===== config.mk =====
export PLATFORM = sky130hd
export DESIGN_NAME = bcd_datetime_to_unix_seconds_top
export DESIGN_NICKNAME = d
export VERILOG_FILES = /design/src/bdu_pkg.sv /design/src/bdu_apb_regs.sv /design/src/bdu_decode.sv /design/src/bdu_accum.sv /design/src/bcd_datetime_to_unix_seconds_top.sv
export SDC_FILE = /design/constraint.sdc
export NUM_CORES = 1
export LEC_CHECK = 0
export ABC_AREA = 1
export BUFFER_PORTS_ARGS = -buffer_cell sky130_fd_sc_hd__buf_2
export CAP_MARGIN = 40
export CORE_MARGIN = 5
export CORE_UTILIZATION = 65
export CTS_BUF_LIST = sky130_fd_sc_hd__clkbuf_2 sky130_fd_sc_hd__clkbuf_4 sky130_fd_sc_hd__clkbuf_8
export CTS_CLUSTER_SIZE = 28
export DETAILED_ROUTE_END_ITERATION = 12
export GPL_TIMING_DRIVEN = 0
export PLACE_DENSITY = 0.87
export SLEW_MARGIN = 5
export SYNTH_ARGS = -nofsm -noshare
export SYNTH_HDL_FRONTEND = slang
export SYNTH_SLANG_ARGS = --single-unit

===== constraint.sdc =====
create_clock -name i_clk -period 17.5 [get_ports i_clk]
set_input_delay 1.75 -clock i_clk [delete_from_list [all_inputs] [get_ports i_clk]]
set_output_delay 1.75 -clock i_clk [all_outputs]
set_load 0.005 [all_outputs]

===== src/bdu_pkg.sv =====
// Shared types, constants and calendar helpers for the BCD date/time to seconds converter.
package bdu_pkg;

    localparam logic [31:0] EPOCH_RESET = 32'd946681200;
    localparam int unsigned PADDR_W     = 3;
    localparam logic        REG_EPOCH_BASE = 1'b0;
    localparam logic [34:0] DAY_SECS    = 35'd86400;

    typedef struct packed {
        logic [11:0]        full_year;
        logic [6:0]         month;
        logic [7:0]         day;
        logic [5:0]         hour;
        logic [7:0]         minute;
        logic [7:0]         second;
        logic [2:0]         weekday;
        logic               over;
        logic signed [17:0] day_count;
        logic [17:0]        tod_secs;
    } t_dec;

    function automatic logic [7:0] bcd_val(input logic [3:0] tens, input logic [3:0] units);
        logic [7:0] t;
        t = {4'b0, tens};
        return (t << 3) + (t << 1) + {4'b0, units};
    endfunction

    // Whole days before the first of the given month; code 13 stands for a full year.
    function automatic logic [8:0] days_before_month(input logic [3:0] m);
        logic [8:0] d;
        case (m)
            4'd2:    d = 9'd31;
            4'd3:    d = 9'd59;
            4'd4:    d = 9'd90;
            4'd5:    d = 9'd120;
            4'd6:    d = 9'd151;
            4'd7:    d = 9'd181;
            4'd8:    d = 9'd212;
            4'd9:    d = 9'd243;
            4'd10:   d = 9'd273;
            4'd11:   d = 9'd304;
            4'd12:   d = 9'd334;
            4'd13:   d = 9'd365;
            default: d = 9'd0;
        endcase
        return d;
    endfunction

endpackage


===== src/bdu_apb_regs.sv =====
// APB register block holding the epoch base.
module bdu_apb_regs
    import bdu_pkg::*;
(
    input  logic               i_clk,
    input  logic               i_rst_n,
    input  logic               i_psel,
    input  logic               i_penable,
    input  logic               i_pwrite,
    input  logic [PADDR_W-1:0] i_paddr,
    input  logic [31:0]        i_pwdata,
    output logic [31:0]        o_prdata,
    output logic               o_pready,
    output logic [31:0]        o_epoch_base
);

    logic [31:0] r_epoch_base;
    logic        w_hit;

    assign w_hit = i_paddr[PADDR_W-1] == REG_EPOCH_BASE;

    always_ff @(posedge i_clk) begin
        if (!i_rst_n) begin
            r_epoch_base <= EPOCH_RESET;
        end else if (i_psel && i_penable && i_pwrite && w_hit) begin
            r_epoch_base <= i_pwdata;
        end
    end

    assign o_prdata     = w_hit ? r_epoch_base : 32'd0;
    assign o_pready     = 1'b1;
    assign o_epoch_base = r_epoch_base;

endmodule


===== src/bdu_decode.sv =====
// First stage: BCD field decode, day count and time-of-day seconds, registered.
module bdu_decode
    import bdu_pkg::*;
(
    input  logic       i_clk,
    input  logic       i_rst_n,
    input  logic       i_valid,
    input  logic [7:0] i_seconds_byte,
    input  logic [7:0] i_minutes_byte,
    input  logic [7:0] i_hours_byte,
    input  logic [7:0] i_weekday_byte,
    input  logic [7:0] i_date_byte,
    input  logic [7:0] i_month_century_byte,
    input  logic [7:0] i_year_byte,
    output logic       o_valid,
    output t_dec       o_dec
);

    logic        r_valid;
    t_dec        r_dec;
    t_dec        n_dec;
    logic [8:0]  w_yoff;
    logic [7:0]  w_hour12;
    logic [7:0]  w_hour24;
    logic [7:0]  w_hour;
    logic [3:0]  w_meff;
    logic        w_leap;
    logic [16:0] w_ydays;
    logic [8:0]  w_mdays;

    always_comb begin
        w_yoff = {1'b0, bcd_val(i_year_byte[7:4], i_year_byte[3:0])}
               + (i_month_century_byte[7] ? 9'd100 : 9'd0);
        n_dec.full_year = 12'd2000 + {3'b0, w_yoff};
        n_dec.month     = 7'(bcd_val({1'b0, i_month_century_byte[6:4]},
                                     i_month_century_byte[3:0]));
        n_dec.day       = bcd_val(i_date_byte[7:4], i_date_byte[3:0]);
        n_dec.minute    = bcd_val(i_minutes_byte[7:4], i_minutes_byte[3:0]);
        n_dec.second    = bcd_val(i_seconds_byte[7:4], i_seconds_byte[3:0]);
        n_dec.weekday   = i_weekday_byte[2:0];

        // Bit 6 selects 12-hour mode, where bit 5 is the PM flag.
        w_hour12 = bcd_val({3'b0, i_hours_byte[4]}, i_hours_byte[3:0])
                 + (i_hours_byte[5] ? 8'd12 : 8'd0);
        w_hour24 = bcd_val({2'b0, i_hours_byte[5:4]}, i_hours_byte[3:0]);
        w_hour   = i_hours_byte[6] ? w_hour12 : w_hour24;
        n_dec.hour = w_hour[5:0];

        n_dec.over = n_dec.month > 7'd12;
        w_meff     = n_dec.over ? 4'd13 : n_dec.month[3:0];
        // 2000 is a multiple of four, so the offset alone decides leap years.
        w_leap     = w_yoff[1:0] == 2'b00;
        w_mdays    = days_before_month(w_meff)
                   + {8'b0, (w_meff > 4'd2) && w_leap};
        w_ydays    = {8'b0, w_yoff} * 17'd365 + (({8'b0, w_yoff} + 17'd3) >> 2);

        n_dec.day_count = 18'({1'b0, w_ydays} + {9'b0, w_mdays}
                              + {10'b0, n_dec.day} - 18'd1);
        n_dec.tod_secs  = {10'b0, n_dec.second}
                        + {10'b0, n_dec.minute} * 18'd60
                        + {12'b0, n_dec.hour} * 18'd3600;
    end

    always_ff @(posedge i_clk) begin
        if (!i_rst_n) begin
            r_valid <= 1'b0;
        end else begin
            r_valid <= i_valid;
        end
    end

    always_ff @(posedge i_clk) begin
        r_dec <= n_dec;
    end

    assign o_valid = r_valid;
    assign o_dec   = r_dec;

endmodule


===== src/bdu_accum.sv =====
// Second stage: day count in seconds plus time-of-day seconds and epoch base, registered.
module bdu_accum
    import bdu_pkg::*;
(
    input  logic               i_clk,
    input  logic               i_rst_n,
    input  logic               i_valid,
    input  t_dec               i_dec,
    input  logic [31:0]        i_epoch_base,
    output logic               o_valid,
    output logic [11:0]        o_full_year,
    output logic [6:0]         o_month_number,
    output logic [7:0]         o_day_of_month,
    output logic [5:0]         o_hour_number,
    output logic [7:0]         o_minute_number,
    output logic [7:0]         o_second_number,
    output logic [2:0]         o_weekday_number,
    output logic signed [34:0] o_seconds_since_epoch,
    output logic               o_month_out_of_range
);

    logic        r_valid;
    t_dec        r_dec;
    logic [34:0] r_total;
    logic [34:0] n_total;

    // Two's complement sums taken modulo 2^35 give the signed count directly.
    always_comb begin
        n_total = {3'b0, i_epoch_base}
                + {17'b0, i_dec.tod_secs}
                + {{17{i_dec.day_count[17]}}, i_dec.day_count} * DAY_SECS;
    end

    always_ff @(posedge i_clk) begin
        if (!i_rst_n) begin
            r_valid <= 1'b0;
        end else begin
            r_valid <= i_valid;
        end
    end

    always_ff @(posedge i_clk) begin
        r_dec   <= i_dec;
        r_total <= n_total;
    end

    assign o_valid               = r_valid;
    assign o_full_year           = r_dec.full_year;
    assign o_month_number        = r_dec.month;
    assign o_day_of_month        = r_dec.day;
    assign o_hour_number         = r_dec.hour;
    assign o_minute_number       = r_dec.minute;
    assign o_second_number       = r_dec.second;
    assign o_weekday_number      = r_dec.weekday;
    assign o_seconds_since_epoch = $signed(r_total);
    assign o_month_out_of_range  = r_dec.over;

    a_over_flag: assert property (@(posedge i_clk) disable iff (!i_rst_n)
        r_valid |-> (r_dec.over == (r_dec.month > 7'd12)))
        else $error("month range flag disagrees with decoded month");

endmodule


===== src/bcd_datetime_to_unix_seconds_top.sv =====
// Top level of the BCD date/time to seconds converter.
//
//   Channel   Handshake                  Payload
//   input     start & !busy              i_*_byte (seven BCD registers)
//   result    o_result_valid (strobe)    o_* decoded fields and seconds count
//   config    psel & penable & pwrite    pwdata at paddr (epoch base at 0)
//
// An accepted transaction gives its result strobe once it has passed the registers below;
// one transaction can be accepted at every edge, busy is always low.
// The latency is set by the input register, the decode stage and the result register.
// Reset is synchronous and active low; it clears the pipeline and restores the epoch base.
// The receiver cannot stall; each result is presented for exactly one cycle.
module bcd_datetime_to_unix_seconds_top
    import bdu_pkg::*;
(
    input  logic               i_clk,
    input  logic               i_rst_n,
    input  logic               start,
    output logic               busy,
    input  logic [7:0]         i_seconds_byte,
    input  logic [7:0]         i_minutes_byte,
    input  logic [7:0]         i_hours_byte,
    input  logic [7:0]         i_weekday_byte,
    input  logic [7:0]         i_date_byte,
    input  logic [7:0]         i_month_century_byte,
    input  logic [7:0]         i_year_byte,
    output logic               o_result_valid,
    output logic [11:0]        o_full_year,
    output logic [6:0]         o_month_number,
    output logic [7:0]         o_day_of_month,
    output logic [5:0]         o_hour_number,
    output logic [7:0]         o_minute_number,
    output logic [7:0]         o_second_number,
    output logic [2:0]         o_weekday_number,
    output logic signed [34:0] o_seconds_since_epoch,
    output logic               o_month_out_of_range,
    input  logic               psel,
    input  logic               penable,
    input  logic               pwrite,
    input  logic [PADDR_W-1:0] paddr,
    input  logic [31:0]        pwdata,
    output logic [31:0]        prdata,
    output logic               pready
);

    logic        r_in_valid;
    logic [7:0]  r_seconds_byte;
    logic [7:0]  r_minutes_byte;
    logic [7:0]  r_hours_byte;
    logic [7:0]  r_weekday_byte;
    logic [7:0]  r_date_byte;
    logic [7:0]  r_month_century_byte;
    logic [7:0]  r_year_byte;
    logic        w_accept;
    logic        w_dec_valid;
    t_dec        w_dec;
    logic [31:0] w_epoch_base;

    assign busy     = 1'b0;
    assign w_accept = start && !busy;

    always_ff @(posedge i_clk) begin
        if (!i_rst_n) begin
            r_in_valid <= 1'b0;
        end else begin
            r_in_valid <= w_accept;
        end
    end

    always_ff @(posedge i_clk) begin
        if (w_accept) begin
            r_seconds_byte       <= i_seconds_byte;
            r_minutes_byte       <= i_minutes_byte;
            r_hours_byte         <= i_hours_byte;
            r_weekday_byte       <= i_weekday_byte;
            r_date_byte          <= i_date_byte;
            r_month_century_byte <= i_month_century_byte;
            r_year_byte          <= i_year_byte;
        end
    end

    bdu_apb_regs u_regs (
        .i_clk        (i_clk),
        .i_rst_n      (i_rst_n),
        .i_psel       (psel),
        .i_penable    (penable),
        .i_pwrite     (pwrite),
        .i_paddr      (paddr),
        .i_pwdata     (pwdata),
        .o_prdata     (prdata),
        .o_pready     (pready),
        .o_epoch_base (w_epoch_base)
    );

    bdu_decode u_decode (
        .i_clk                (i_clk),
        .i_rst_n              (i_rst_n),
        .i_valid              (r_in_valid),
        .i_seconds_byte       (r_seconds_byte),
        .i_minutes_byte       (r_minutes_byte),
        .i_hours_byte         (r_hours_byte),
        .i_weekday_byte       (r_weekday_byte),
        .i_date_byte          (r_date_byte),
        .i_month_century_byte (r_month_century_byte),
        .i_year_byte          (r_year_byte),
        .o_valid              (w_dec_valid),
        .o_dec                (w_dec)
    );

    bdu_accum u_accum (
        .i_clk                 (i_clk),
        .i_rst_n               (i_rst_n),
        .i_valid               (w_dec_valid),
        .i_dec                 (w_dec),
        .i_epoch_base          (w_epoch_base),
        .o_valid               (o_result_valid),
        .o_full_year           (o_full_year),
        .o_month_number        (o_month_number),
        .o_day_of_month        (o_day_of_month),
        .o_hour_number         (o_hour_number),
        .o_minute_number       (o_minute_number),
        .o_second_number       (o_second_number),
        .o_weekday_number      (o_weekday_number),
        .o_seconds_since_epoch (o_seconds_since_epoch),
        .o_month_out_of_range  (o_month_out_of_range)
    );

    a_latency: assert property (@(posedge i_clk) disable iff (!i_rst_n)
        w_accept |-> ##3 o_result_valid)
        else $error("accepted transaction did not produce a result");

    a_no_spurious: assert property (@(posedge i_clk) disable iff (!i_rst_n)
        o_result_valid |-> $past(w_accept, 3))
        else $error("result strobe without an accepted transaction");

    // Non-BCD year digits can reach 165, so with the century bit the year tops out at 2265.
    a_year_span: assert property (@(posedge i_clk) disable iff (!i_rst_n)
        o_result_valid |-> (o_full_year >= 12'd2000 && o_full_year <= 12'd2265))
        else $error("decoded year outside the representable span");

endmodule


After elaboration in Yosys (flattened, before gate mapping):

Memory sizes are Yosys's and may differ from the RTL's.
Index checks and enable logic that the tools add are counted.

* memories kept: 1
* input bits: 97
* memory bits (read-only): 144
* register bits: 262
* bits in latches: 0
* RAM bits: 0

Memory list
* (no name shown): words 16, bits a word 9, rd ports 1, clocked after memory_dff 0, wr ports 0, RTL line bdu_pkg.sv:31 `case (m)`

* divide/modulo/power cells: 0
* reduce and logical (&&, ||, !) cells: 5
* muxes and demuxes: 5
* multiply operators: 4
* $add $sub $neg: 27
* shifts and indexed selects: 0
* equal/unequal tests: 0
* bitwise operators: 1
* order comparisons: 2

Operator list (count)
* 35-bit adder: 1
* 35-bit by 10-bit multiplier with 28-bit output (second input constant): 1
* 32-bit by 18-bit adder with 33-bit output: 1
* 7-bit by 5-bit adder with 8-bit output: 4
* 8-bit by 4-bit adder with 8-bit output: 4
* 32-bit two-way mux: 1
* 17-bit by 9-bit adder with 18-bit output: 1
* 18-bit adder: 1
* 18-bit by 8-bit adder with 18-bit output: 1
* 18-bit by 1-bit subtractor with 18-bit output (second input constant): 1
* 17-bit by 15-bit adder with 17-bit output: 1
* 9-bit by 9-bit multiplier with 17-bit output (second input constant): 1
* 8-bit by 14-bit adder with 15-bit output: 1
* 6-bit by 8-bit multiplier with 14-bit output (second input constant): 1
* 11-bit by 9-bit adder with 12-bit output (first input constant): 1
* 8-bit by 4-bit multiplier with 12-bit output (second input constant): 1
* 9-bit by 2-bit adder with 10-bit output (second input constant): 1
* 8-bit by 9-bit adder with 9-bit output: 1
* 9-bit by 1-bit adder with 9-bit output: 1
* 4-bit two-way mux: 2
* 6-bit by 4-bit adder with 7-bit output: 1
* 7-bit by 4-bit adder with 7-bit output: 1
* 7-bit by 4-bit greater-than comparator with 1-bit output (second input constant): 1
* 7-bit two-way mux: 1
* other kinds (10): 13

Longest topological paths before layout:

* depth after elaboration: 10
* mapped depth: 40
* mapped depth without buffers: 40

By module:

Synthesis repeated with hierarchy kept, for this count alone.

* cells, all modules: 2573
* area, all modules: 21262.9 µm²

Modules (own cells, without submodules)
* bdu_decode: cells an instance 1116, area an instance 9367.7 µm², instances 1
* bdu_accum: cells an instance 1147, area an instance 8595.7 µm², instances 1
* bcd_datetime_to_unix_seconds_top: cells an instance 61, area an instance 1720.4 µm², instances 1
* bdu_apb_regs: cells an instance 249, area an instance 1579.0 µm², instances 1

Worst setup path before layout:

Ideal clock, no wire load.

* path kind: flip-flop to flip-flop
* start: register r_year_byte[4]
* end: register u_decode.r_dec (netlist bit u_decode.o_dec[32])
* setup time: 118 ps
* slack: 10230 ps
* path buffers: 0
* clock period less this slack: 7270 ps
* data arrival time: 7152 ps
* cell stages (with the launch flop): 36
* cell sequence: edfxtp_1 fa_1 ha_1 nand3_1 nand2_1 nand2_1 nand2_1 a21oi_1 xor2_2 inv_1 ha_1 inv_1 fa_1 inv_1 fa_1 inv_1 fa_1 fa_1 inv_1 ha_1 a21oi_1 o211ai_1 nand2_1 nand2_1 nand2_1 nand2_1 a21oi_1 inv_1 nand2_1 nand2_1 ha_1 ha_1 a21o_1 or2_2 nor3_1 nor2_1

RTL lines
* start: declaration: RTL line bcd_datetime_to_unix_seconds_top.sv:53 `logic [7:0] r_year_byte;`
* start signal: assignment: RTL line bcd_datetime_to_unix_seconds_top.sv:78 `r_year_byte <= i_year_byte;`
* end signal: assignment: RTL line bdu_decode.sv:73 `r_dec <= n_dec;`
* end: declaration: RTL line bdu_decode.sv:20 `t_dec r_dec;`

==> results.sh <==
export IMPL_final_critical_path_setup_slack_ns=9.20
export IMPL_cap_viol_max_count=0
export IMPL_netlist_area_um2=20100
export IMPL_crit_fanout=7
export IMPL_slowest_stage="fa_1"
export IMPL_cp_required_ns=17.94
export IMPL_synth_edf_count=50
export IMPL_grt_pass1_vias=16900
export IMPL_cts_htree_levels=2
export IMPL_grt_max_degree=39
export IMPL_route_met3_wl_um=3070
export IMPL_status="complete, no violations"
export IMPL_antenna_found_initial=4
export IMPL_grtUsageTotal_pct=28.3
export IMPL_via_per_inst=5.37
export IMPL_grt_pass1_wl_um=80100
export IMPL_numCtsBuffers=43
export IMPL_rsz0062_at_grt="no"
export IMPL_wl_per_cell_um=16.2
export IMPL_io_buffers=207
export IMPL_routed_wl_um=49000
export IMPL_whs_path_depth=0
export IMPL_cp_end_kind="flip-flop"
export IMPL_clk_latency_ns=0.56
export IMPL_syn_avg_cell_area_um2=8.57
export IMPL_rows=64
export IMPL_hpwl_um=39900
export IMPL_critPathMaxStageDelay_ns=0.55
export IMPL_pin_count=220
export IMPL_synth_most_common_cell="inv_1"
export IMPL_layout_drive_gt1_share_pct=12.5
export IMPL_cpMostUsedCell="nand2_1"
export IMPL_ys_seq_area_share_pct=28.4
export IMPL_die_area_um2=34500
export IMPL_timing_rr_start="r_year_byte[4]"
export IMPL_num_vias=16300
export IMPL_die_y_um=186
export IMPL_met2WireLength_um=24700
export IMPL_syn_inst=2341
export IMPL_cts_sinks=260
export IMPL_synth_area_leaders="dfxtp_1, ha_1, fa_1"
export IMPL_tightest_slew_ns=0.861
export IMPL_cts_buffer_depth=3
export IMPL_wl_met1_um=19600
export IMPL_ant_nets=0
export IMPL_worstSetupPathType="reg2reg"
export IMPL_ys_ff_latch=260
export IMPL_yosysWarnings=0
export IMPL_cts_setup_buffers=0
export IMPL_synth_top_flop_cell="dfxtp_1"
export IMPL_drc=0
export IMPL_fin_crit_ns=8.30
export IMPL_holdBufCountCts=0
export IMPL_hold_path_class="reg2reg"
export IMPL_arrival_ns=8.74
export IMPL_gp_congestion=0.954
export IMPL_crit_family="adder cells"
export IMPL_grt_overflow=0
export IMPL_ctsRootBufferMaster="clkbuf_8"
export IMPL_hold_viol=0
export IMPL_fin_skew_ns=0.0366
export IMPL_path_buf_inv=8
export IMPL_clk_pin_slew_ns=0.07
export IMPL_setup_viol=0
export IMPL_cts_tree="done"
export IMPL_setup_tns_ns=0
export IMPL_dr_max_layer_used="met5"
export IMPL_netlist_area_leader_share_pct=21.0
export IMPL_yosys_top_cells_count="inv_1, nand2_1, ha_1"
export IMPL_core_area_um2=30500
export IMPL_regToRegSetupSlack_ns=9.20
export IMPL_min_to="u_accum.o_minute_number[7]"
export IMPL_synthArstFlopShare_pct=0
export IMPL_slew_headroom_pct=42.0
export IMPL_fin_nets=3133
export IMPL_start_util_pct=65.8
export IMPL_cts_resized=0
export IMPL_fp_dieW_um=186
export IMPL_antennaDiodeCount=0
export IMPL_post_place_ws_ns=9.30
export IMPL_start_kind="flip-flop"
export IMPL_fin_crit_sh_pct=47.4
export IMPL_yosys_area_top_type="dfxtp_1"
export IMPL_fmax_mhz=120
export IMPL_timing_rr_end="u_decode.o_dec[35]"
export IMPL_drt_iter0_drc=783
export IMPL_synthToLayoutAreaGrowth_pct=12.8
export IMPL_slew_viol_final=0
export IMPL_min_delay_start="u_decode.o_dec[55]"
export IMPL_yosysUniqueCellTypes=50
export IMPL_drtPass1Iterations=6
export IMPL_worst_r2r_cell_count=38
-- layout by cell type (no fill, tap or decap), drive strengths merged, types with 16 or more instances in the layout --
| master | Yosys | layout |
|---|---|---|
| inv | 484 | 485 |
| nand2 | 348 | 348 |
| ha | 318 | 318 |
| buf | 5 | 214 |
| dfxtp | 210 | 210 |
| a21oi | 164 | 164 |
| nor2 | 138 | 138 |
| fa | 122 | 122 |
| xor2 | 108 | 108 |
| nand3 | 97 | 97 |
| o21ai | 96 | 96 |
| clkbuf | 16 | 82 |
| edfxtp | 50 | 50 |
| xnor2 | 49 | 49 |
| nor3 | 28 | 28 |
| o211ai | 19 | 19 |
| nand4 | 17 | 17 |
| a21o | 16 | 16 |
-- routing by layer --
metal | GRT usage, % | vias up
met5 | 0 | -
met4 | 9.41 | 8
met3 | 4.81 | 125
met2 | 50.7 | 540
met1 | 34.7 | 7559
li1 | - | 8033
-- sequential cells by signal (all words and copies together), names as in the netlist, 12 cells and up --
| signal | count |
|---|---|
| u_accum.o_full_year | 12 |
| u_accum.o_seconds_since_epoch | 35 |
| u_decode.o_dec | 87 |
| u_regs.o_epoch_base | 32 |
-- worst register-to-register path, delay by kind of cell (launching register included) --
kind	cells	cell delay (ns)
flip-flops	1	0.44
adder cells (fa/ha/maj)	10	4.17
AO/OA/AOI/OAI	6	1.10
XOR/XNOR	3	0.81
buffers and inverters	8	0.64
AND/OR/NAND/NOR	11	1.01
-- through the flow --
step           hold slack (ns)  utilization (%)  cell area (µm²)  cells
6_report                 0.322             74.2            22600   3027
5_1_grt                  0.326             74.2            22600   3027
4_1_cts                  0.323             74.2            22600   3027
3_5_place_dp             0.312             70.9            21600   2947
3_3_place_gp             0.310             70.8            21600   2945
2_1_floorplan            0.310                -            20100   2342
-- cells by family (layout without fill, tap and decap cells) --
| kind of cell | after synthesis | count (layout) | share of synthesized area, % |
|---|---|---|---|
| fa+ha+maj | 440 | 440 | 32.0 |
| compound gates | 333 | 333 | 9.32 |
| buf+inv | 506 | 795 | 9.56 |
| other cells | 2 | 3 | 0.0374 |
| xor+xnor | 157 | 157 | 6.89 |
| flops | 260 | 260 | 28.4 |
| simple gates | 643 | 643 | 13.8 |
-- how the worst max path moves through the flow --
| stage | startpoint | end | cells past startpoint |
|---|---|---|---|
| CTS | r_year_byte[4] | u_decode.o_dec[35] | 38 |
| floorplan | r_year_byte[4] | u_decode.o_dec[32] | 35 |
| finish | r_year_byte[4] | u_decode.o_dec[35] | 38 |
| detailed placement | r_year_byte[3] | u_decode.o_dec[35] | 38 |
| global route | r_year_byte[4] | u_decode.o_dec[35] | 38 |
| global placement | r_year_byte[3] | u_decode.o_dec[35] | 38 |
-- final cells by class --
type | instances | area [µm²]
Buffer | 21 | 97.6
Clock buffer | 66 | 858
Clock inverter | 14 | 140
Fill cell | 2204 | 7880
Inverter | 485 | 1820
Multi-Input combinational cell | 1576 | 12400
Sequential cell | 260 | 5710
Tap cell | 396 | 495
Timing Repair Buffer | 209 | 1060
Power is not shown: default switching activity piles up to over one toggle a cycle in this logic, so the estimate is an artifact.
